$ cat src/design/assert_macros.svh
// assertion macros shared by the nearest color search rtl
// no dependencies; included by the modules that check their own logic
`ifndef ASSERT_MACROS_SVH
`define ASSERT_MACROS_SVH

// property holds at every clock edge out of reset
`define ASSERT_ALWAYS(label, clk, rst_n, prop, msg) \
  label: assert property (@(posedge clk) disable iff (!rst_n) (prop)) else $error(msg);

// consequent holds in the same cycle as the antecedent
`define ASSERT_IMPLY(label, clk, rst_n, ante, cons, msg) \
  label: assert property (@(posedge clk) disable iff (!rst_n) (ante) |-> (cons)) else $error(msg);

// consequent holds in the cycle after the antecedent
`define ASSERT_NEXT(label, clk, rst_n, ante, cons, msg) \
  label: assert property (@(posedge clk) disable iff (!rst_n) (ante) |=> (cons)) else $error(msg);

`endif

$ cat src/design/ncm_pkg.sv
// shared types and constants of the nearest color search block
// no dependencies; used by the interfaces and every module
`default_nettype none

package ncm_pkg;

  localparam int TABLE_DEPTH_DEF = 256;
  localparam int MAX_SLOTS       = 256;
  localparam int QUEUE_DEPTH     = 2;

  localparam int CHAN_W  = 8;
  localparam int INDEX_W = 8;
  localparam int FLOOR_W = 12;
  localparam int DIST_W  = 28;
  localparam int LFSR_W  = 16;
  localparam int APB_AW  = 3;
  localparam int APB_DW  = 32;

  localparam logic [LFSR_W-1:0] LFSR_SEED = 16'hACE1;

  localparam logic REG_RANDOM_FLOOR = 1'b0;

  typedef enum logic [1:0] {
    OP_LOAD,
    OP_QUERY,
    OP_DROP
  } op_t;

  typedef struct packed {
    op_t               op;
    logic [INDEX_W-1:0] idx;
    logic [CHAN_W-1:0]  red;
    logic [CHAN_W-1:0]  green;
    logic [CHAN_W-1:0]  blue;
    logic               valid;
  } item_t;

endpackage

`default_nettype wire

$ cat src/design/ncm_if.sv
// request and result channel interfaces of the nearest color search block
// depends on ncm_pkg for field widths
`default_nettype none

interface ncm_in_if;
  import ncm_pkg::*;

  logic               valid;
  logic               ready;
  logic               func;
  logic [INDEX_W-1:0] entry_index;
  logic [CHAN_W-1:0]  entry_red;
  logic [CHAN_W-1:0]  entry_green;
  logic [CHAN_W-1:0]  entry_blue;
  logic               entry_valid;
  logic [CHAN_W-1:0]  target_red;
  logic [CHAN_W-1:0]  target_green;
  logic [CHAN_W-1:0]  target_blue;

  modport source (
    output valid, func, entry_index, entry_red, entry_green, entry_blue, entry_valid,
    output target_red, target_green, target_blue,
    input  ready
  );

  modport sink (
    input  valid, func, entry_index, entry_red, entry_green, entry_blue, entry_valid,
    input  target_red, target_green, target_blue,
    output ready
  );
endinterface


`default_nettype wire

$ cat src/design/ncm_front.sv
// front end: takes requests and sorts them into load, query or dropped load
// depends on ncm_pkg and ncm_in_if; feeds ncm_queue
`default_nettype none

module ncm_front #(
  parameter int TABLE_DEPTH = ncm_pkg::TABLE_DEPTH_DEF
) (
  ncm_in_if.sink          in_ch,
  output logic            q_valid,
  input  logic            q_ready,
  output ncm_pkg::item_t  q_item
);
  import ncm_pkg::*;

  op_t op;

  always_comb begin
    if (in_ch.func) begin
      op = OP_QUERY;
    end else if (32'(in_ch.entry_index) < TABLE_DEPTH) begin
      op = OP_LOAD;
    end else begin
      op = OP_DROP;
    end
  end

  always_comb begin
    q_item.op    = op;
    q_item.idx   = in_ch.entry_index;
    q_item.valid = in_ch.entry_valid;
    if (in_ch.func) begin
      q_item.red   = in_ch.target_red;
      q_item.green = in_ch.target_green;
      q_item.blue  = in_ch.target_blue;
    end else begin
      q_item.red   = in_ch.entry_red;
      q_item.green = in_ch.entry_green;
      q_item.blue  = in_ch.entry_blue;
    end
  end

  // out of range loads are taken and discarded here
  assign in_ch.ready = q_ready;
  assign q_valid     = in_ch.valid && (op != OP_DROP);

endmodule

`default_nettype wire

$ cat src/flat_wrapper.sv
// flat-port wrapper written by rule: the top's interface ports become plain ports
module ncm_front_flat import ncm_pkg::*;
#(
  parameter int TABLE_DEPTH = ncm_pkg::TABLE_DEPTH_DEF
)
  (q_valid, q_ready, q_item, in_ch_valid, in_ch_func, in_ch_entry_index, in_ch_entry_red, in_ch_entry_green, in_ch_entry_blue, in_ch_entry_valid, in_ch_target_red, in_ch_target_green, in_ch_target_blue, in_ch_ready);
  ncm_in_if in_ch_i ();
  output logic q_valid;
  input  logic q_ready;
  output ncm_pkg::item_t q_item;
  input wire logic [$bits(in_ch_i.valid)-1:0] in_ch_valid;
  input wire logic [$bits(in_ch_i.func)-1:0] in_ch_func;
  input wire logic [$bits(in_ch_i.entry_index)-1:0] in_ch_entry_index;
  input wire logic [$bits(in_ch_i.entry_red)-1:0] in_ch_entry_red;
  input wire logic [$bits(in_ch_i.entry_green)-1:0] in_ch_entry_green;
  input wire logic [$bits(in_ch_i.entry_blue)-1:0] in_ch_entry_blue;
  input wire logic [$bits(in_ch_i.entry_valid)-1:0] in_ch_entry_valid;
  input wire logic [$bits(in_ch_i.target_red)-1:0] in_ch_target_red;
  input wire logic [$bits(in_ch_i.target_green)-1:0] in_ch_target_green;
  input wire logic [$bits(in_ch_i.target_blue)-1:0] in_ch_target_blue;
  output wire logic [$bits(in_ch_i.ready)-1:0] in_ch_ready;
  assign in_ch_i.valid = in_ch_valid;
  assign in_ch_i.func = in_ch_func;
  assign in_ch_i.entry_index = in_ch_entry_index;
  assign in_ch_i.entry_red = in_ch_entry_red;
  assign in_ch_i.entry_green = in_ch_entry_green;
  assign in_ch_i.entry_blue = in_ch_entry_blue;
  assign in_ch_i.entry_valid = in_ch_entry_valid;
  assign in_ch_i.target_red = in_ch_target_red;
  assign in_ch_i.target_green = in_ch_target_green;
  assign in_ch_i.target_blue = in_ch_target_blue;
  assign in_ch_ready = in_ch_i.ready;
  ncm_front #(.TABLE_DEPTH(TABLE_DEPTH)) u_core (.in_ch(in_ch_i), .q_valid(q_valid), .q_ready(q_ready), .q_item(q_item));
endmodule
$ cat config.mk
export PLATFORM = sky130hd
export DESIGN_NAME = ncm_front_flat
export DESIGN_NICKNAME = d
export VERILOG_FILES = /design/src/design/assert_macros.svh /design/src/design/ncm_pkg.sv /design/src/design/ncm_if.sv /design/src/design/ncm_front.sv /design/src/flat_wrapper.sv
export SDC_FILE = /design/constraint.sdc
export NUM_CORES = 1
export LEC_CHECK = 0
export BUFFER_PORTS_ARGS = -buffer_cell sky130_fd_sc_hd__buf_2
export CORE_MARGIN = 8
export CORE_UTILIZATION = 27
export DETAILED_ROUTE_END_ITERATION = 10
export PLACE_DENSITY = 0.91
export SLEW_MARGIN = 20
export SYNTH_ARGS = -nofsm -noshare
export SYNTH_HDL_FRONTEND = slang
export SYNTH_SLANG_ARGS = --single-unit
$ cat constraint.sdc
create_clock -name vclk -period 1.13
set_clock_uncertainty 0.15 [all_clocks]
set_input_delay 0.113 -clock vclk [all_inputs]
set_output_delay 0.113 -clock vclk [all_outputs]
set_load 0.02 [all_outputs]
Word level (Yosys, flattened, before mapping):

Index checks and enable logic that the tools add are counted.

* equal/unequal tests: 1
* reduce and logical (&&, ||, !) cells: 1
* multiplexer cells: 2

Operator list (number)
* 2-to-1 mux 24 bit: 1
* != test 1 x 2 -> 1 bit, second input constant: 1
* logical AND 1 bit: 1
* 2-to-1 mux 1 bit: 1

* register bits after elaboration: 0
* output and inout bits: 37

Longest topological paths before layout:

Gate-level depths: netlist of run 1.

* depth after elaboration: 3
* gate-level depth with buffers: 3

Worst setup path before layout of run 1:

Ideal clock, no wire load.

* path kind: input-to-output
* from: input port in_ch_func
* to: output port q_item[10] (netlist bit)
* data required time: 867 ps
* slack: 167 ps
* stages on the path: 3
* path buffers: 2
* arrival time: 700 ps
* cells stage by stage: buf_6 > buf_12 > mux2_4

RTL lines
* start, declared: RTL line flat_wrapper.sv:12 `input wire logic [$bits(in_ch_i.func)-1:0] in_ch_func;`
* end, declared: RTL line flat_wrapper.sv:10 `output ncm_pkg::item_t q_item;`

==> flow_summary_export.csv, run 1 <==
group,metric,value,unit
outcome,outcome,"completed",
critical_path,critPathMaxStageDelay,290,ps
yosys,syn-instance-count,41,
yosys,synth_area_leaders,"mux2_4, buf_4, mux2_2",
yosys,synth_area_leader_cell,"mux2_4",
detailed_routing,wl_met1,521,um
critical_path,required,870,ps
grt,grt_max_degree,11,
yosys,synth.avg_cell_area,12.15,sq um
placed_design,port_buffers,74,
grt,grt_pass1_vias,625,
critical_path,cp_cell_sequence,"buf_8, buf_16, mux2_4, buf_2",
hold_path,min_from,"q_ready",
yosys,synth_nets,101,
sta,fin_setup_tns,0,ps
die,dieWidth,58.95,um
layout,area_growth,71.86,%
layout,multiInputGateArea,349.1,sq um
die,fp.dieArea,0.003475,sq mm
detailed_routing,met3_length,303,um
detailed_routing,met2_length,991,um
detailed_routing,dr_total_vias,541,
pwr,powerDensity,491.0,mW/mm^2
critical_path,slowest_stage,"mux2_4",
yosys,ys.warnings.count,0,
detailed_routing,drt_wl_total,1834,um
sta,slew_violations,0,
layout,n_antenna_cell,0,
detailed_routing,wl_per_cell,14.33,um
die,rows,15,
yosys,synth_commonest_cells,"mux2_4, buf_4, mux2_2",
detailed_routing,ant_nets,0,
yosys,seq_area_frac_synth,0,%
critical_path,critical_path_buf_inv_count,3,
detailed_routing,drc,0,
layout,seq_cell_count,0,
critical_path,critPathMaxFanout,10,
layout,layout-drive-gt1-share,99.03,%
grt,overflow,0,
grt,grt_pass1_wl,2753,um
critical_path,cp.depth,4,
layout,nNetsFinal,165,
placed_design,place_area,778.2,sq um
layout,utilization,49.57,%
yosys,netlist_area,498.0,sq um
die,io_pins,97,
yosys,synth.most_common_cell,"mux2_4",
die,initial_core_util,28.84,%
die,core,0.001727,sq mm
layout,postLayoutCellArea,855.8,sq um
sta,rsz0062_at_grt,"no",
yosys,synth_top_area_share,60.30,%
yosys,synth_cell_types,6,
layout,clock_buffers,0,
critical_path,crit_path_start_kind,"input port",
sta,fmax,911.4,MHz
detailed_routing,viasPerCell,4.227,
pwr,cellLeakagePower,0.5215,nW
sta,hold_violations,0,
grt,track_usage,9.551,%
hold_path,min_to,"in_ch_ready",
hold_path,hold_depth,0,
critical_path,critPathCaptureType,"output port",
grt,antenna_found_initial,0,
critical_path,crit_type,"in -> out",
hold_path,hp-class,"in -> out",
detailed_routing,drt_iter0_markers,2,
critical_path,arrival,830,ps
detailed_routing,routed.top_layer,"met4",
sta,period_needed,1097,ps
placed_design,gp_congestion,0.7254,
sta,min_period_over_period,97.09,%
layout,seqCellArea,0,sq um
detailed_routing,first_pass_iters,2,
layout,fill_cells,167,
critical_path,path_delay_family,"buffers and inverters",
sta,setup_violations,0,
die,die_h,58.95,um
placed_design,place_hpwl,1656,um
run,cap_violations,0,
pwr,ir_drop,0.2535,mV
## where the power goes
group,total (mW),internal (mW),switching (mW)
clock network,0,0,0
logic,0.420,0.235,0.185
registers,0,0,0
total,0.420,0.235,0.185
## worst max path at each step
stage | to | startpoint
2_1_floorplan | q_item[10] | in_ch_func
3_3_place_gp | q_item[17] | in_ch_func
3_5_place_dp | q_item[18] | in_ch_func
4_1_cts | q_item[23] | in_ch_func
5_1_grt | q_item[1] | in_ch_func
6_report | q_item[17] | in_ch_func
## through the flow
step           setup slack, ps  instances  total power, mW  hold slack (ps)
5_1_grt                 0.9487        128           0.4484            76.03
3_3_place_gp            -13.91        126           0.3807            76.14
3_5_place_dp            -28.23        126           0.3902            76.14
4_1_cts                  13.35        128           0.4234            76.14
2_1_floorplan            167.0         41           0.3077            188.6
6_report                 32.84        128           0.4202            76.01
## placed cells by master (no fill, tap or decap)
| cell type | count |
|---|---|
| mux2_2 | 4 |
| buf_8 | 1 |
| conb_1 | 1 |
| mux2_4 | 20 |
| buf_12 | 1 |
| buf_6 | 2 |
| buf_4 | 1 |
| buf_2 | 71 |
| buf_16 | 2 |
## cell families after synthesis
family | count (synthesis) | share of synthesized area (%)
other | 1 | 0.7530
muxes | 24 | 69.35
buffers and inverters | 16 | 29.90
## routing by layer
| metal | vias to the layer above | track usage (%) |
|---|---|---|
| met1 | 239 | 7.805 |
| met4 | 0 | 1.706 |
| met5 | - | 0 |
| met2 | 47 | 19.63 |
| li1 | 253 | - |
| met3 | 2 | 4.783 |
## layout make-up
| type | count | area share (%) |
|---|---|---|
| multi-input cells | 25 | 40.79 |
| well taps | 25 | 3.655 |
| repair buffers | 78 | 55.56 |
## repair_timing
item / CTS / global route
gates resized for setup: 7 / 2
setup endpoints to repair: 20 / 10
setup buffers: 0 / 0
gates cloned: 2 / 0
hold buffers: 0 / 0
Note: power is estimated with default switching activity, not from simulation.
==> inputs of run 2 (changes only) <==
Settings changed: REMOVE_ABC_BUFFERS set to 1.
==> flow_summary_export.csv, run 2 (synthesized netlist as in run 1, its figures left out) <==
group,metric,value,unit
layout,n_antenna_cell,0,
critical_path,critPathMaxStageDelay,310,ps
sta,layout_setup_ws,20.23,ps
sta,slew_violations,0,
critical_path,crit_type,"in -> out",
run,cap_violations,0,
detailed_routing,dr_total_vias,548,
clock_tree,holdBufCountCts,0,
hold_path,min_from,"in_ch_entry_index[0]",
layout,nNetsFinal,164,
sta,fmax,901.1,MHz
sta,hold_violations,0,
layout,area_growth,74.62,%
critical_path,startpoint,"in_ch_func",
pwr,cellLeakagePower,0.5232,nW
sta,setup_violations,0,
detailed_routing,drc,0,
critical_path,cp_cell_sequence,"buf_6, buf_12, mux2_4, buf_4",
layout,layout-drive-gt1-share,99.02,%
outcome,outcome,"completed",
layout,final_common_cell,"buf_2",
critical_path,critical_path_buf_inv_count,3,
layout,seqCellArea,0,sq um
critical_path,critPathCaptureType,"output port",
grt,grt_max_degree,13,
pwr,ir_drop,0.2230,mV
layout,utilization,50.36,%
grt,antenna_found_initial,0,
hold_path,hp-class,"in -> out",
detailed_routing,drt_wl_total,2249,um
die,io_pins,97,
placed_design,port_buffers,74,
detailed_routing,viasPerCell,4.315,
pwr,total_power,0.4395,mW
layout,seq_cell_count,0,
die,rows,15,
detailed_routing,first_pass_iters,2,
die,core,0.001727,sq mm
critical_path,slowest_stage,"mux2_4",
sta,min_period_over_period,98.21,%
placed_design,post-place-cells,126,
critical_path,required,870,ps
die,fp.dieArea,0.003475,sq mm
grt,grt_pass1_vias,618,
placed_design,gp_congestion,0.6851,
critical_path,crit_path_start_kind,"input port",
sta,rsz0062_at_grt,"no",
detailed_routing,ant_nets,0,
sta,hold_ws,76.14,ps
detailed_routing,wl_per_cell,17.71,um
grt,track_usage,11.36,%
die,initial_core_util,28.84,%
placed_design,preCtsSetupSlack,-30.37,ps
layout,layout_common_cells,"buf_2, mux2_4, buf_6",
grt,grt_pass1_wl,3132,um
grt,overflow,0,
pwr,powerDensity,505.5,mW/mm^2
layout,stdcell_count,127,
critical_path,critPathMaxFanout,12,
die,dieWidth,58.95,um
detailed_routing,drt_iter0_markers,7,
critical_path,path_delay_family,"buffers and inverters",
critical_path,arrival,850,ps
sta,period_needed,1110,ps
die,die_h,58.95,um
layout,clock_buffers,0,
run 2: final timing paths:
kind	end	slack (ps)	depth (start not counted)
setup / recovery	q_item[3]	20	4
hold / removal	q_item[25]	80	0
run 2: cell type report:
type                       instances  area, sq um
fill                             177        857.1
timing repair buffer              77        489.2
multi-input combinational         25        349.1
tap                               25        31.28
run 2: routing by layer:
| metal | share of wire, % | global-route usage [%] | vias up |
|---|---|---|---|
| li1 | - | - | 253 |
| met1 | 25 | 8.171 | 242 |
| met2 | 58 | 23.05 | 49 |
| met3 | 16 | 8.696 | 4 |
| met4 | 1.4 | 1.024 | 0 |
| met5 | 0 | 0 | - |
run 2: metrics by stage:
step	TNS, ps	area [sq um]
final	0	869.6
after global routing	0	869.6
after CTS	0	862.1
after detailed placement	-184.3	790.8
after global placement	-102.0	790.8
after floorplan	0	349.1
run 2: power by group:
| group | switching [mW] | total (mW) | internal [mW] |
|---|---|---|---|
| Sequential | 0 | 0 | 0 |
| Combinational | 0.192 | 0.440 | 0.247 |
| Clock | 0 | 0 | 0 |
run 2: repair_timing:
action	4_1_cts	5_1_grt
endpoints found under the setup margin	21	3
buffers inserted	0	0
cloned	1	0
gates resized for setup	15	3
