$ cat src/design/assert_macros.svh
// assertion macros shared by the nearest color search rtl
// no dependencies; included by the modules that check their own logic
`ifndef ASSERT_MACROS_SVH
`define ASSERT_MACROS_SVH

// property holds at every clock edge out of reset
`define ASSERT_ALWAYS(label, clk, rst_n, prop, msg) \
  label: assert property (@(posedge clk) disable iff (!rst_n) (prop)) else $error(msg);

// consequent holds in the same cycle as the antecedent
`define ASSERT_IMPLY(label, clk, rst_n, ante, cons, msg) \
  label: assert property (@(posedge clk) disable iff (!rst_n) (ante) |-> (cons)) else $error(msg);

// consequent holds in the cycle after the antecedent
`define ASSERT_NEXT(label, clk, rst_n, ante, cons, msg) \
  label: assert property (@(posedge clk) disable iff (!rst_n) (ante) |=> (cons)) else $error(msg);

`endif

$ cat src/design/ncm_pkg.sv
// shared types and constants of the nearest color search block
// no dependencies; used by the interfaces and every module
`default_nettype none

package ncm_pkg;

  localparam int TABLE_DEPTH_DEF = 256;
  localparam int MAX_SLOTS       = 256;
  localparam int QUEUE_DEPTH     = 2;

  localparam int CHAN_W  = 8;
  localparam int INDEX_W = 8;
  localparam int FLOOR_W = 12;
  localparam int DIST_W  = 28;
  localparam int LFSR_W  = 16;
  localparam int APB_AW  = 3;
  localparam int APB_DW  = 32;

  localparam logic [LFSR_W-1:0] LFSR_SEED = 16'hACE1;

  localparam logic REG_RANDOM_FLOOR = 1'b0;

  typedef enum logic [1:0] {
    OP_LOAD,
    OP_QUERY,
    OP_DROP
  } op_t;

  typedef struct packed {
    op_t               op;
    logic [INDEX_W-1:0] idx;
    logic [CHAN_W-1:0]  red;
    logic [CHAN_W-1:0]  green;
    logic [CHAN_W-1:0]  blue;
    logic               valid;
  } item_t;

endpackage

`default_nettype wire

$ cat src/design/ncm_queue.sv
// short request queue between the front end and the search engine
// depends on ncm_pkg for the request type and depth
`default_nettype none
`include "assert_macros.svh"

module ncm_queue (
  input  logic            clk,
  input  logic            rst_n,
  input  logic            push_valid,
  output logic            push_ready,
  input  ncm_pkg::item_t  push_item,
  output logic            pop_valid,
  input  logic            pop_ready,
  output ncm_pkg::item_t  pop_item
);
  import ncm_pkg::*;

  localparam int PTR_W = (QUEUE_DEPTH > 1) ? $clog2(QUEUE_DEPTH) : 1;
  localparam int CNT_W = $clog2(QUEUE_DEPTH + 1);

  item_t            slots_r [QUEUE_DEPTH];
  logic [PTR_W-1:0] wr_ptr_r;
  logic [PTR_W-1:0] rd_ptr_r;
  logic [CNT_W-1:0] count_r;
  logic             push;
  logic             pop;

  assign push_ready = (count_r != CNT_W'(QUEUE_DEPTH));
  assign pop_valid  = (count_r != '0);
  assign pop_item   = slots_r[rd_ptr_r];
  assign push       = push_valid && push_ready;
  assign pop        = pop_valid && pop_ready;

  always_ff @(posedge clk) begin
    if (push) begin
      slots_r[wr_ptr_r] <= push_item;
    end
  end

  always_ff @(posedge clk) begin
    if (!rst_n) begin
      wr_ptr_r <= '0;
      rd_ptr_r <= '0;
      count_r  <= '0;
    end else begin
      if (push) begin
        wr_ptr_r <= (wr_ptr_r == PTR_W'(QUEUE_DEPTH - 1)) ? '0 : wr_ptr_r + 1'b1;
      end
      if (pop) begin
        rd_ptr_r <= (rd_ptr_r == PTR_W'(QUEUE_DEPTH - 1)) ? '0 : rd_ptr_r + 1'b1;
      end
      if (push && !pop) begin
        count_r <= count_r + 1'b1;
      end else if (pop && !push) begin
        count_r <= count_r - 1'b1;
      end
    end
  end

  `ASSERT_ALWAYS(a_count_bound, clk, rst_n, count_r <= CNT_W'(QUEUE_DEPTH), "queue overfilled")
  `ASSERT_NEXT(a_count_up, clk, rst_n, push && !pop, count_r == $past(count_r) + 1'b1, "push lost")
  `ASSERT_NEXT(a_count_down, clk, rst_n, pop && !push, count_r == $past(count_r) - 1'b1, "pop lost")

endmodule

`default_nettype wire

$ cat config.mk
export PLATFORM = sky130hd
export DESIGN_NAME = ncm_queue
export DESIGN_NICKNAME = d
export VERILOG_FILES = /design/src/design/ncm_pkg.sv /design/src/design/ncm_queue.sv
export VERILOG_INCLUDE_DIRS = /design/src /design/src/design
export SDC_FILE = /design/constraint.sdc
export NUM_CORES = 1
export LEC_CHECK = 0
export ABC_AREA = 1
export BUFFER_PORTS_ARGS = -buffer_cell sky130_fd_sc_hd__clkbuf_2
export CAP_MARGIN = 20
export CORE_ASPECT_RATIO = 1.2
export CORE_MARGIN = 2
export CORE_UTILIZATION = 43
export CTS_CLUSTER_DIAMETER = 30
export DETAILED_ROUTE_END_ITERATION = 16
export HOLD_SLACK_MARGIN = 0.06
export PLACE_DENSITY = 0.66
export SYNTH_ARGS = -nofsm -noshare
export SYNTH_HDL_FRONTEND = slang
export SYNTH_SLANG_ARGS = --single-unit
$ cat constraint.sdc
create_clock -name clk -period 7.7 [get_ports clk]
set_input_delay 1.54 -clock clk [delete_from_list [all_inputs] [get_ports clk]]
set_output_delay 1.54 -clock clk [all_outputs]
set_load 0.005 [all_outputs]
Word-level counts from Yosys, hierarchy flattened
Memory sizes are Yosys's and may differ from the RTL's. A register that Yosys moved wholly into a read port is not among the register bits.
Cells that the tools add are included.
{"block": "word_totals", "ff_bits": 4, "ram_bits": 70, "in_bits": 39, "out_inout_bits": 37, "word_cells": 25, "mem_count": 1}
{"block": "classes", "add_sub_neg": 4, "n_eq_ne": 1, "mux": 8, "n_reduce_logical": 8}
{"memory": "slots_r", "words": 2, "word_bits": 35, "rd": 1, "rd_ports_with_merged_regs": 1, "write_ports": 1, "line_no": "ncm_queue.sv:21", "text": "item_t slots_r [QUEUE_DEPTH];"}
{"operator": "1-bit two-way mux", "count": 6}
{"operator": "1-bit logical AND", "count": 4}
{"operator": "2-bit two-way mux", "count": 2}
{"operator": "2-bit nonzero test", "count": 2}
{"operator": "1-bit adder, second input constant", "count": 2}
{"operator": "2-bit by 1-bit adder with 2-bit output, second input constant", "count": 1}
{"operator": "1-bit logical NOT", "count": 2}
{"operator": "2-bit inequality test, second input constant", "count": 1}
{"operator": "2-bit by 1-bit subtractor with 2-bit output, second input constant", "count": 1}

Logic depth before layout (Yosys ltp)
Gate-level depths: netlist of run 1.
{"block": "depth", "ltp_word": 6, "depth_mapped": 11, "mapped_depth_nobuf": 11}

Worst setup path after synthesis of run 1
No wires, ideal clock.
{"block": "synth_path", "path_type": "input to register", "from": "input port push_valid", "to": "memory slots_r[0][0] in the netlist's numbering, enable pin", "setup_ps": 427, "arrival_ps": 3108, "required_time_ps": 7273, "slack_ps": 4165, "path_stages": 2, "path_buffers": 0, "path_cell_list": "nand2_1 > nor2_1"}
{"block": "synth_via", "elab_chain_len": 3}
{"element": "start, declared", "line_no": "ncm_queue.sv:9", "text": "input logic push_valid,"}
{"element": "1-bit logical AND", "line_no": "ncm_queue.sv:31", "text": "assign push = push_valid && push_ready;"}
{"element": "1-bit two-way mux", "line_no": "ncm_queue.sv:35", "text": "if (push) begin"}
{"element": "1-bit two-way mux (implied by the code)", "line_no": "ncm_queue.sv:36", "text": "slots_r[wr_ptr_r] <= push_item;"}
{"element": "end, declared", "line_no": "ncm_queue.sv:21"}
No other way between the ends.

==> results of run 1 <==
-- through the flow --
step	instance area [um^2]	worst slack, ns	utilization (%)
floorplan	2920	4.16	-
global placement	3350	4.50	51.6
detailed placement	3370	4.60	51.9
CTS	3530	4.41	54.4
global route	3550	4.35	54.8
finish	3550	4.45	54.8
-- logic make-up after synthesis --
kind of cell,count (synthesis),share of synthesized area [%]
compound gates,4,0.771
mux,35,17.4
fa+ha+maj,1,0.428
simple gates,19,2.57
flops,75,75.4
buf+inv,12,3.47
-- cell usage in the layout (no fill, tap or decap), types with 2 or more instances in the layout --
cell / n
clkbuf_1: 5
mux2_4: 30
nor2_4: 2
dfxtp_1: 4
o21ai_0: 2
nor2_1: 6
edfxtp_1: 70
clkbuf_8: 10
mux2_2: 5
nand2_1: 9
inv_1: 8
clkbuf_2: 75
-- power by group through the flow --
| stage | logic [mW] | clock network (mW) | registers, mW |
|---|---|---|---|
| 2_1_floorplan | 0.197 | 0 | 0.540 |
| 3_3_place_gp | 0.248 | 0 | 0.569 |
| 3_5_place_dp | 0.270 | 0 | 0.556 |
| 4_1_cts | 0.271 | 0.260 | 0.547 |
| 5_1_grt | 0.294 | 0.275 | 0.552 |
| 6_report | 0.269 | 0.249 | 0.546 |
-- registers in the layout, indices dropped and copies added (netlist names), named ones only --
signal	count
wr_ptr_r	1
count_r	2
slots_r	70
rd_ptr_r	1
-- area by class of cell --
type | count | area (um^2)
Clock buffer | 15 | 156
Clock inverter | 1 | 3.75
Fill cell | 540 | 2930
Inverter | 8 | 30.0
Multi-Input combinational cell | 59 | 632
Sequential cell | 75 | 2200
Tap cell | 85 | 106
Timing Repair Buffer | 77 | 423
-- layer usage --
metal  vias to the layer above  track usage (%)  wire length (um)
li1                        718                -                 -
met1                       735             14.0              1850
met2                        50             23.1              2470
met3                        10             5.48               283
met4                         0             6.18               101
met5                         -                0                 0
-- worst paths after layout --
path / from / to / slack [ns]
max: flop / pop_item[20] / 4.45
min reg2reg: rd_ptr_r / rd_ptr_r / 0.51
min: rd_ptr_r / rd_ptr_r / 0.51
max reg2reg: count_r[0] / slots_r[0][31] / 5.75
-- critical path: stages (launching register included) --
cell and delay, ns:
dfxtp_2 0.64, buf_12 0.27, mux2_2 0.35, clkbuf_2 0.11
==> summary.txt, run 1 <==
Status
  • Status: completed

Clock tree
  • CTS Hold Bufs: 0
  • Clk root buf: clkbuf_8
  • CTS Buf Count: 9
  • H-tree depth: 3
  • Post_cts resized: 0
  • Worst-Skew Late Latency: 0.33 ns
  • CTS tree: done
  • # Post-CTS Setup Buffers: 0
  • Clock transition at the registers of the reported paths: 0.06 ns
  • CTS Sinks: 75
  • Deepest clock path buffer count: 2

Worst setup path
  • Critical path peak fanout: 21
  • R2R depth: 4
  • Crit path arrival time: 1.71 ns
  • Crit path required time: 6.16 ns
  • WS Path Type: reg2out
  • Critical path endpoint category: primary output
  • Startpoint types: flop

STA
  • Min Tclk post-route: 3.25 ns
  • Hold Vio Cnt, Final: 0
  • Hold Slack: 0.505 ns
  • Period utilization: 42.2%
  • RSZ-0062 raised after global routing: no
  • Endpoints failing setup: 0
  • Pins over their slew limit: 0
  • Clock skew: 0.00709 ns
  • Fmax: 0.308 GHz
  • Final TNS setup: 0 ns
  • Max_slew headroom: 31.5%
  • Least-Margin Pin Slew: 1.02 ns

Floorplanning
  • Core footprint: 0.00649 mm^2
  • Die area: 0.00747 mm^2
  • Die height: 94.3 um
  • Starting Density: 45.0%
  • Site Rows: 32
  • Die W: 79.2 um
  • Top Ports: 76

Yosys
  • Cell Area, Synth: 0.00292 mm^2
  • Ys async rst share: 0%
  • Register bit total from synthesis: 75
  • Yosys warns: 0
  • Most frequent cells after synthesis: edfxtp_1 (70), mux2_4 (30), nand2_1 (9), inv_1 (8), nor2_1 (8)
  • Post-synth EDFFs: 70
  • Sequential-to-total area share from yosys stat: 75.4%
  • Count leader, synth: edfxtp_1
  • Syn nets: 186
  • Synth Flop Type: edfxtp_1
  • Post-synthesis cell type count: 15
  • Avg Cell Area, Syn: 20.0 um^2
  • Yosys top cell area share: 72.0%
  • Synth area leader: edfxtp_1
  • Top cells by area, synth: edfxtp_1 (72%), mux2_4 (15%), dfxtp_1 (3.4%)
  • Syn Inst Count: 146

Run
  • MaxCap Viol Count: 0

Placement
  • Port Buf Inserts: 75
  • DP HPWL: 3040 um
  • Post-Place Cells: 303
  • Routability cong.: 0.700

Power
  • Comb pwr share: 25.3%
  • Seq pwr share: 51.3%
  • P_int: 0.790 mW
  • Clock power share: 23.4%
  • Leakage: 1.43 nW
  • IR drop worst, VDD: 0.168 mV
  • Power Density: 299 mW/mm^2
  • Switching Fraction: 25.8%
  • Final Power: 1.06 mW
  • Switch Pwr: 0.275 mW

Route
  • Vias per cell: 4.73
  • DR vias: 1513
  • Drt pass-1 iters: 4
  • Final ANT Viol Nets: 0
  • DRC: 0
  • Routed wire length: 4710 um
  • DR iter-0 viols: 44
  • WL per Instance: 14.7 um

Global route
  • Overall Global Routing Usage: 13.3%
  • Vias in the first global route: 1536
  • Initial antenna violation count: 0
  • Pin count of the biggest net entering global routing: 36
  • Remaining Overflow, GRT: 0
  • First-pass GRT wire length: 7100 um

Layout
  • Ratio of cells with drive above 1 in the final layout: 53.2%
  • Layout Cells excl Fill: 320
  • # diodes: 0
  • Layout Nets: 270
  • Layout Area Growth over Synthesis: 21.7%

Worst hold path
  • WHS Path Cells: 2
  • Hold Path Class: reg2reg
No activity file was read; power rests on OpenSTA's default activity.
==> inputs of run 2 (changes only) <==
--- a/config.mk
+++ b/config.mk
@@ -6,7 +6,7 @@
 export SDC_FILE = /design/constraint.sdc
 export NUM_CORES = 1
 export LEC_CHECK = 0
-export ABC_AREA = 1
+export ABC_AREA = 0
 export BUFFER_PORTS_ARGS = -buffer_cell sky130_fd_sc_hd__clkbuf_2
 export CAP_MARGIN = 20
 export CORE_ASPECT_RATIO = 1.2
@@ -15,7 +15,7 @@
 export CTS_CLUSTER_DIAMETER = 30
 export DETAILED_ROUTE_END_ITERATION = 16
 export HOLD_SLACK_MARGIN = 0.06
-export PLACE_DENSITY = 0.66
+export PLACE_DENSITY = 0.69
 export SYNTH_ARGS = -nofsm -noshare
 export SYNTH_HDL_FRONTEND = slang
 export SYNTH_SLANG_ARGS = --single-unit
==> constraint.sdc (replaced) <==
create_clock -name clk -period 2.8 [get_ports clk]
set_input_delay 0.56 -clock clk [delete_from_list [all_inputs] [get_ports clk]]
set_output_delay 0.56 -clock clk [all_outputs]
set_load 0.005 [all_outputs]
==> summary.txt, run 2 <==
Status
  • Status: completed (unchanged)

Power
  • Switching Fraction: 26.3% (was 25.8%)
  • Clock power share: 24.1% (was 23.4%)
  • IR drop worst, VDD: 0.385 mV (was 0.168 mV)
  • Leakage: 1.30 nW (was 1.43 nW)
  • Switch Pwr: 0.754 mW (was 0.275 mW)
  • P_int: 2.11 mW (was 0.790 mW)
  • Final Power: 2.87 mW (was 1.06 mW)
  • Power Density: 834 mW/mm^2 (was 299 mW/mm^2)
  • Seq pwr share: 51.8% (was 51.3%)
  • Comb pwr share: 24.0% (was 25.3%)

Clock tree
  • H-tree depth: 3 (unchanged)
  • Post_cts resized: 0 (unchanged)
  • CTS Hold Bufs: 0 (unchanged)
  • CTS Buf Count: 9 (unchanged)
  • CTS Sinks: 75 (unchanged)
  • Worst-Skew Late Latency: 0.33 ns (about the same)
  • Clk root buf: clkbuf_8 (unchanged)
  • # Post-CTS Setup Buffers: 0 (unchanged)
  • CTS tree: done (unchanged)
  • Clock transition at the registers of the reported paths: 0.08 ns (was 0.06 ns)
  • Deepest clock path buffer count: 2 (unchanged)

Route
  • Final ANT Viol Nets: 0 (unchanged)
  • Routed wire length: 4520 um (was 4710 um)
  • Drt pass-1 iters: 4 (unchanged)
  • DRC: 0 (unchanged)
  • DR iter-0 viols: 69 (was 44)
  • WL per Instance: 14.8 um (was 14.7 um)
  • DR vias: 1457 (was 1513)
  • Vias per cell: 4.78 (was 4.73)

Floorplanning
  • Die height: 91.7 um (was 94.3 um)
  • Top Ports: 76 (unchanged)
  • Starting Density: 45.0% (about the same)
  • Die W: 77.1 um (was 79.2 um)
  • Die area: 0.00708 mm^2 (was 0.00747 mm^2)
  • Core footprint: 0.00613 mm^2 (was 0.00649 mm^2)
  • Site Rows: 31 (was 32)

Layout
  • Regs by FF count: slots_r x70, count_r x2 (unchanged)
  • Reg with most FFs: slots_r (unchanged)
  • # diodes: 0 (unchanged)
  • Layout Nets: 258 (was 270)
  • Post-layout util: 56.0% (was 54.8%)
  • Number of flip-flops in the largest register: 70 (unchanged)
  • Layout Area Growth over Synthesis: 24.5% (was 21.7%)
  • Layout Cells excl Fill: 305 (was 320)
  • Most frequent cells in the layout: clkbuf_2 (75), edfxtp_1 (70), mux2_2 (35) (was clkbuf_2 (75), edfxtp_1 (70), mux2_4 (30))
  • Ratio of cells with drive above 1 in the final layout: 59.2% (was 53.2%)
  • Commonest non-fill, non-tap cell in the layout: clkbuf_2 (unchanged)

STA
  • Pins over their slew limit: 0 (unchanged)
  • Least-Margin Pin Slew: 0.661 ns (was 1.02 ns)
  • Endpoints failing setup: 0 (unchanged)
  • Hold Slack: 0.409 ns (was 0.505 ns)
  • RSZ-0062 raised after global routing: no (unchanged)
  • Fmax: 0.455 GHz
  • Min Tclk post-route: 2.20 ns
  • Clock skew: 0.00920 ns (was 0.00709 ns)
  • Max_slew headroom: 55.9% (was 31.5%)
  • Period utilization: 78.6%
  • Hold Vio Cnt, Final: 0 (unchanged)
  • Final TNS setup: 0 ns (unchanged)

Yosys
  • Register bit total from synthesis: 75 (unchanged)
  • Yosys top cell area share: 76.2% (was 72.0%)
  • Count leader, synth: edfxtp_1 (unchanged)
  • Synth area leader: edfxtp_1 (unchanged)
  • Post-synthesis cell type count: 19 (was 15)
  • Post-synth EDFFs: 70 (unchanged)
  • Syn nets: 173 (was 186)
  • Ys async rst share: 0% (unchanged)
  • Sequential-to-total area share from yosys stat: 79.8% (was 75.4%)
  • Top cells by area, synth: edfxtp_1 (76%), mux2_2 (14%), dfxtp_1 (3.6%) (was edfxtp_1 (72%), mux2_4 (15%), dfxtp_1 (3.4%))
  • Most frequent cells after synthesis: edfxtp_1 (70), mux2_2 (35), dfxtp_1 (5), and2_1 (4), buf_2 (4) (was edfxtp_1 (70), mux2_4 (30), nand2_1 (9), inv_1 (8), nor2_1 (8))
  • Cell Area, Synth: 0.00276 mm^2 (was 0.00292 mm^2)
  • Avg Cell Area, Syn: 20.7 um^2 (was 20.0 um^2)
  • Yosys warns: 0 (unchanged)
  • Synth Flop Type: edfxtp_1 (unchanged)
  • Syn Inst Count: 133 (was 146)

Global route
  • First-pass GRT wire length: 7210 um (was 7100 um)
  • Remaining Overflow, GRT: 0 (unchanged)
  • Vias in the first global route: 1469 (was 1536)
  • Initial antenna violation count: 0 (unchanged)
  • Overall Global Routing Usage: 13.9% (was 13.3%)
  • Pin count of the biggest net entering global routing: 36 (unchanged)

Worst setup path
  • Crit path required time: 2.24 ns (was 6.16 ns)
  • Startpoint types: flop (unchanged)
  • WS Path Type: reg2out (unchanged)
  • Crit path arrival time: 1.64 ns (was 1.71 ns)
  • R2R setup slack: 1.04 ns (was 5.75 ns)
  • Critical path peak fanout: 19 (was 21)
  • Critical path endpoint category: primary output (unchanged)

Placement
  • Port Buf Inserts: 75 (unchanged)
  • DP HPWL: 3030 um (was 3040 um)
  • Post-Place Cells: 289 (was 303)
  • Routability cong.: 0.694 (was 0.700)

Run
  • MaxCap Viol Count: 0 (unchanged)

Worst hold path
  • Hold Path Class: in2reg (was reg2reg)
## run 2: cell types whose count changed after synthesis, sizes merged, moves of 2 or more
cell	change
nand2	-9
nor2	-8
inv	-7
and2	+4
a21boi	+2
xnor2	+2
## run 2: layout make-up
type / instances / area [um^2]
fill: 527 / 2690
clock inverter: 7 / 43.8
tap: 82 / 103
sequential: 75 / 2200
clock buffer: 9 / 124
timing repair buffer: 78 / 423
inverter: 1 / 3.75
multi-input combinational: 53 / 534
## run 2: critical path, cell delays in order (launching register included)
cell and delay (ns):
dfxtp_2 0.60, buf_12 0.22, mux2_2 0.36, clkbuf_2 0.11
## run 2: kinds of logic (layout without fill, tap and decap cells)
kind of cell | after synthesis | count (layout) | synth area share (%)
XOR/XNOR | 3 | 3 | 0.953
buffers and inverters | 5 | 95 | 0.862
AND/OR/NAND/NOR | 9 | 9 | 2.36
adder cells (fa/ha/maj) | 1 | 1 | 0.453
flip-flops | 75 | 75 | 79.8
AO/OA/AOI/OAI | 5 | 5 | 1.27
multiplexers | 35 | 35 | 14.3
## run 2: stage by stage
| stage | worst slack (ns) | area (um^2) |
|---|---|---|
| floorplan | 0.943 | 2760 |
| global placement | 0.943 | 3270 |
| detailed placement | 0.924 | 3270 |
| CTS | 0.549 | 3430 |
| global route | 0.462 | 3430 |
| finish | 0.600 | 3430 |
## run 2: worst paths after layout
path,depth (start not counted),endpoint,startpoint
max,3,pop_item[3],flop
min,1,slots_r[1][33],push_item[33]
max reg2reg,4,slots_r[0][28],count_r[0]
min reg2reg,2,wr_ptr_r,wr_ptr_r
## run 2: power groups by stage
stage               Clock [mW]  Sequential (mW)  Combinational, mW
floorplan                    0             1.46              0.438
global placement             0             1.51              0.695
detailed placement           0             1.51              0.703
CTS                      0.721             1.49              0.708
global route             0.772             1.51              0.756
finish                   0.691             1.49              0.689
## run 2: layer usage
layer	track usage, %	vias to the layer above	wire [um]
met5	0	-	0
met4	7.14	0	78
met3	4.43	9	231
met2	22.1	49	2320
met1	16.9	711	1890
li1	-	688	-
==> inputs of run 3 (changes only) <==
--- a/config.mk
+++ b/config.mk
@@ -15,7 +15,7 @@
 export CTS_CLUSTER_DIAMETER = 30
 export DETAILED_ROUTE_END_ITERATION = 16
 export HOLD_SLACK_MARGIN = 0.06
-export PLACE_DENSITY = 0.69
+export PLACE_DENSITY = 0.67
 export SYNTH_ARGS = -nofsm -noshare
 export SYNTH_HDL_FRONTEND = slang
 export SYNTH_SLANG_ARGS = --single-unit
==> constraint.sdc (replaced) <==
create_clock -name clk -period 2.1 [get_ports clk]
set_input_delay 0.42 -clock clk [delete_from_list [all_inputs] [get_ports clk]]
set_output_delay 0.42 -clock clk [all_outputs]
set_load 0.005 [all_outputs]
==> summary.txt, run 3 (synthesized netlist as in run 2, its figures left out) <==
Layout
  • FF/Latch Area: 0.00220 mm^2 (unchanged)
  • Ratio of cells with drive above 1 in the final layout: 59.1% (was 59.2%)
  • Fillers: 531 (was 527)
  • Reg with most FFs: slots_r (unchanged)
  • Number of flip-flops in the largest register: 70 (unchanged)
  • Commonest non-fill, non-tap cell in the layout: clkbuf_2 (unchanged)
  • Most frequent cells in the layout: clkbuf_2 (75), edfxtp_1 (70), mux2_2 (35) (unchanged)
  • Layout Area Growth over Synthesis: 26.8% (was 24.5%)
  • Area used by multi-input combinational logic: 534 um^2 (unchanged)
  • Design area: 0.00350 mm^2 (was 0.00343 mm^2)
  • Layout Nets: 260 (was 258)
  • Regs by FF count: slots_r x70, count_r x2 (unchanged)
  • Post-layout util: 57.1% (was 56.0%)
  • # diodes: 0 (unchanged)

STA
  • Pins over their slew limit: 0 (unchanged)
  • Final TNS setup: 0 ns (unchanged)
  • Period utilization: 88.6%
  • Max_slew headroom: 75.4% (was 55.9%)
  • Hold Slack: 0.269 ns (was 0.409 ns)
  • Least-Margin Pin Slew: 0.369 ns (was 0.661 ns)
  • Fmax: 0.537 GHz
  • Endpoints failing setup: 0 (unchanged)
  • Min Tclk post-route: 1.86 ns
  • Clock skew: 0.00617 ns (was 0.00920 ns)
  • Hold Vio Cnt, Final: 0 (unchanged)
  • Final setup margin: 0.239 ns (was 0.600 ns)
  • RSZ-0062 raised after global routing: no (unchanged)

Worst setup path
  • Crit path cell chain: buf_4, mux2_2, clkbuf_2 (was buf_12, mux2_2, clkbuf_2)
  • Crit path largest cell delay: 0.38 ns (was 0.60 ns)
  • Worst flop-to-flop path startpoint: count_r[0] (unchanged)
  • Critical path peak fanout: 21 (was 19)
  • Crit path required time: 1.68 ns (was 2.24 ns)
  • Startpoint types: flop (unchanged)
  • Reg2reg end: count_r[1] (was slots_r[0][28])
  • R2R setup slack: 0.54 ns (was 1.04 ns)
  • Slowest cell on crit path: mux2_2 (was dfxtp_2)
  • Critical path endpoint category: primary output (unchanged)
  • End of the critical path: pop_item[27] (was pop_item[3])
  • Crit path arrival time: 1.44 ns (was 1.64 ns)
  • WS Path Type: reg2out (unchanged)
  • R2R depth: 5 (was 4)

Clock tree
  • CTS Sinks: 75 (unchanged)
  • H-tree depth: 3 (unchanged)
  • Deepest clock path buffer count: 2 (unchanged)
  • Post_cts resized: 0 (unchanged)
  • Worst-Skew Late Latency: 0.33 ns (about the same)
  • Clk root buf: clkbuf_8 (unchanged)
  • CTS tree: done (unchanged)
  • Clock transition at the registers of the reported paths: 0.07 ns (was 0.08 ns)
  • # Post-CTS Setup Buffers: 0 (unchanged)
  • CTS Hold Bufs: 0 (unchanged)
  • CTS Buf Count: 9 (unchanged)

Power
  • Comb pwr share: 23.1% (was 24.0%)
  • Switching Fraction: 23.9% (was 26.3%)
  • Power Density: 1190 mW/mm^2 (was 834 mW/mm^2)
  • Clock power share: 30.3% (was 24.1%)
  • Leakage: 1.34 nW (was 1.30 nW)
  • P_int: 3.16 mW (was 2.11 mW)
  • Seq pwr share: 46.6% (was 51.8%)
  • Switch Pwr: 0.992 mW (was 0.754 mW)
  • IR drop worst, VDD: 0.831 mV (was 0.385 mV)

Route
  • DRC: 0 (unchanged)
  • Vias per cell: 4.63 (was 4.78)
  • DR vias: 1420 (was 1457)
  • WL per Instance: 14.7 um (was 14.8 um)
  • DR iter-0 viols: 110 (was 69)
  • Drt pass-1 iters: 3 (was 4)
  • Routed wire length: 4510 um (was 4520 um)
  • Final ANT Viol Nets: 0 (unchanged)

Floorplanning
  • Die height: 91.7 um (unchanged)
  • Top Ports: 76 (unchanged)
  • Die area: 0.00708 mm^2 (unchanged)
  • Starting Density: 45.0% (unchanged)
  • Die W: 77.1 um (unchanged)
  • Core footprint: 0.00613 mm^2 (unchanged)
  • Site Rows: 31 (unchanged)

Global route
  • First-pass GRT wire length: 6760 um (was 7210 um)
  • Pin count of the biggest net entering global routing: 22 (was 36)
  • Initial antenna violation count: 0 (unchanged)
  • Remaining Overflow, GRT: 0 (unchanged)
  • Overall Global Routing Usage: 13.1% (was 13.9%)
  • Vias in the first global route: 1420 (was 1469)

Placement
  • Port Buf Inserts: 75 (unchanged)
  • Post-Place Worst Slack: 0.536 ns (was 0.924 ns)
  • Dpl cell area: 0.00327 mm^2 (about the same)
  • DP HPWL: 3030 um (about the same)
  • Routability cong.: 0.669 (was 0.694)

Run
  • MaxCap Viol Count: 0 (unchanged)

Status
  • Status: completed (unchanged)

Worst hold path
  • Hold Path Class: in2reg (unchanged)
-- run 3: changes by cell type in the layout (fill, tap and decap cells not counted) --
cell and change:
buf_4 +3, bufinv_16 +3, clkinvlp_4 -3, buf_12 -1, clkinv_1 +1, inv_6 -1
-- run 3: final cells by class --
class                   instances  area share [%]
flip-flops and latches         75            63.0
clock inverters                 7            3.04
inverters                       1           0.107
repair buffers                 80            12.2
well taps                      82            2.93
multi-input cells              53            15.3
clock buffers                   9            3.54
-- run 3: power by group through the flow --
stage	Clock, mW	Combinational, mW	Sequential, mW
after CTS	1.29	0.983	1.93
after floorplan	0	0.585	1.95
final	1.26	0.959	1.93
after detailed placement	0	0.978	1.97
after global routing	1.34	1.05	1.95
after global placement	0	0.975	1.96
-- run 3: worst min path at each step --
stage	start	to	slack (ns)	depth (start not counted)
final	push_item[11]	slots_r[1][11]	0.27	1
after global routing	push_item[11]	slots_r[1][11]	0.25	1
after CTS	push_item[11]	slots_r[1][11]	0.25	1
after detailed placement	count_r[1]	count_r[1]	0.55	2
after global placement	count_r[1]	count_r[1]	0.54	2
after floorplan	count_r[1]	count_r[1]	0.51	2
-- run 3: stage by stage --
step	cells	power, mW
finish	307	4.15
global route	307	4.35
floorplan	133	2.54
CTS	307	4.20
detailed placement	291	2.95
global placement	291	2.93
-- run 3: routing by layer --
| layer | share of wire [%] | track usage [%] |
|---|---|---|
| met1 | 42 | 14.9 |
| met2 | 50 | 20.8 |
| met3 | 5.6 | 4.43 |
| met4 | 2.7 | 8.93 |
| met5 | 0 | 0 |
-- run 3: critical path: cells and delay by family, from the launching register on --
| kind | cells | cell delay (ns) |
|---|---|---|
| buffers and inverters | 2 | 0.39 |
| flip-flops | 1 | 0.33 |
| multiplexers | 1 | 0.38 |
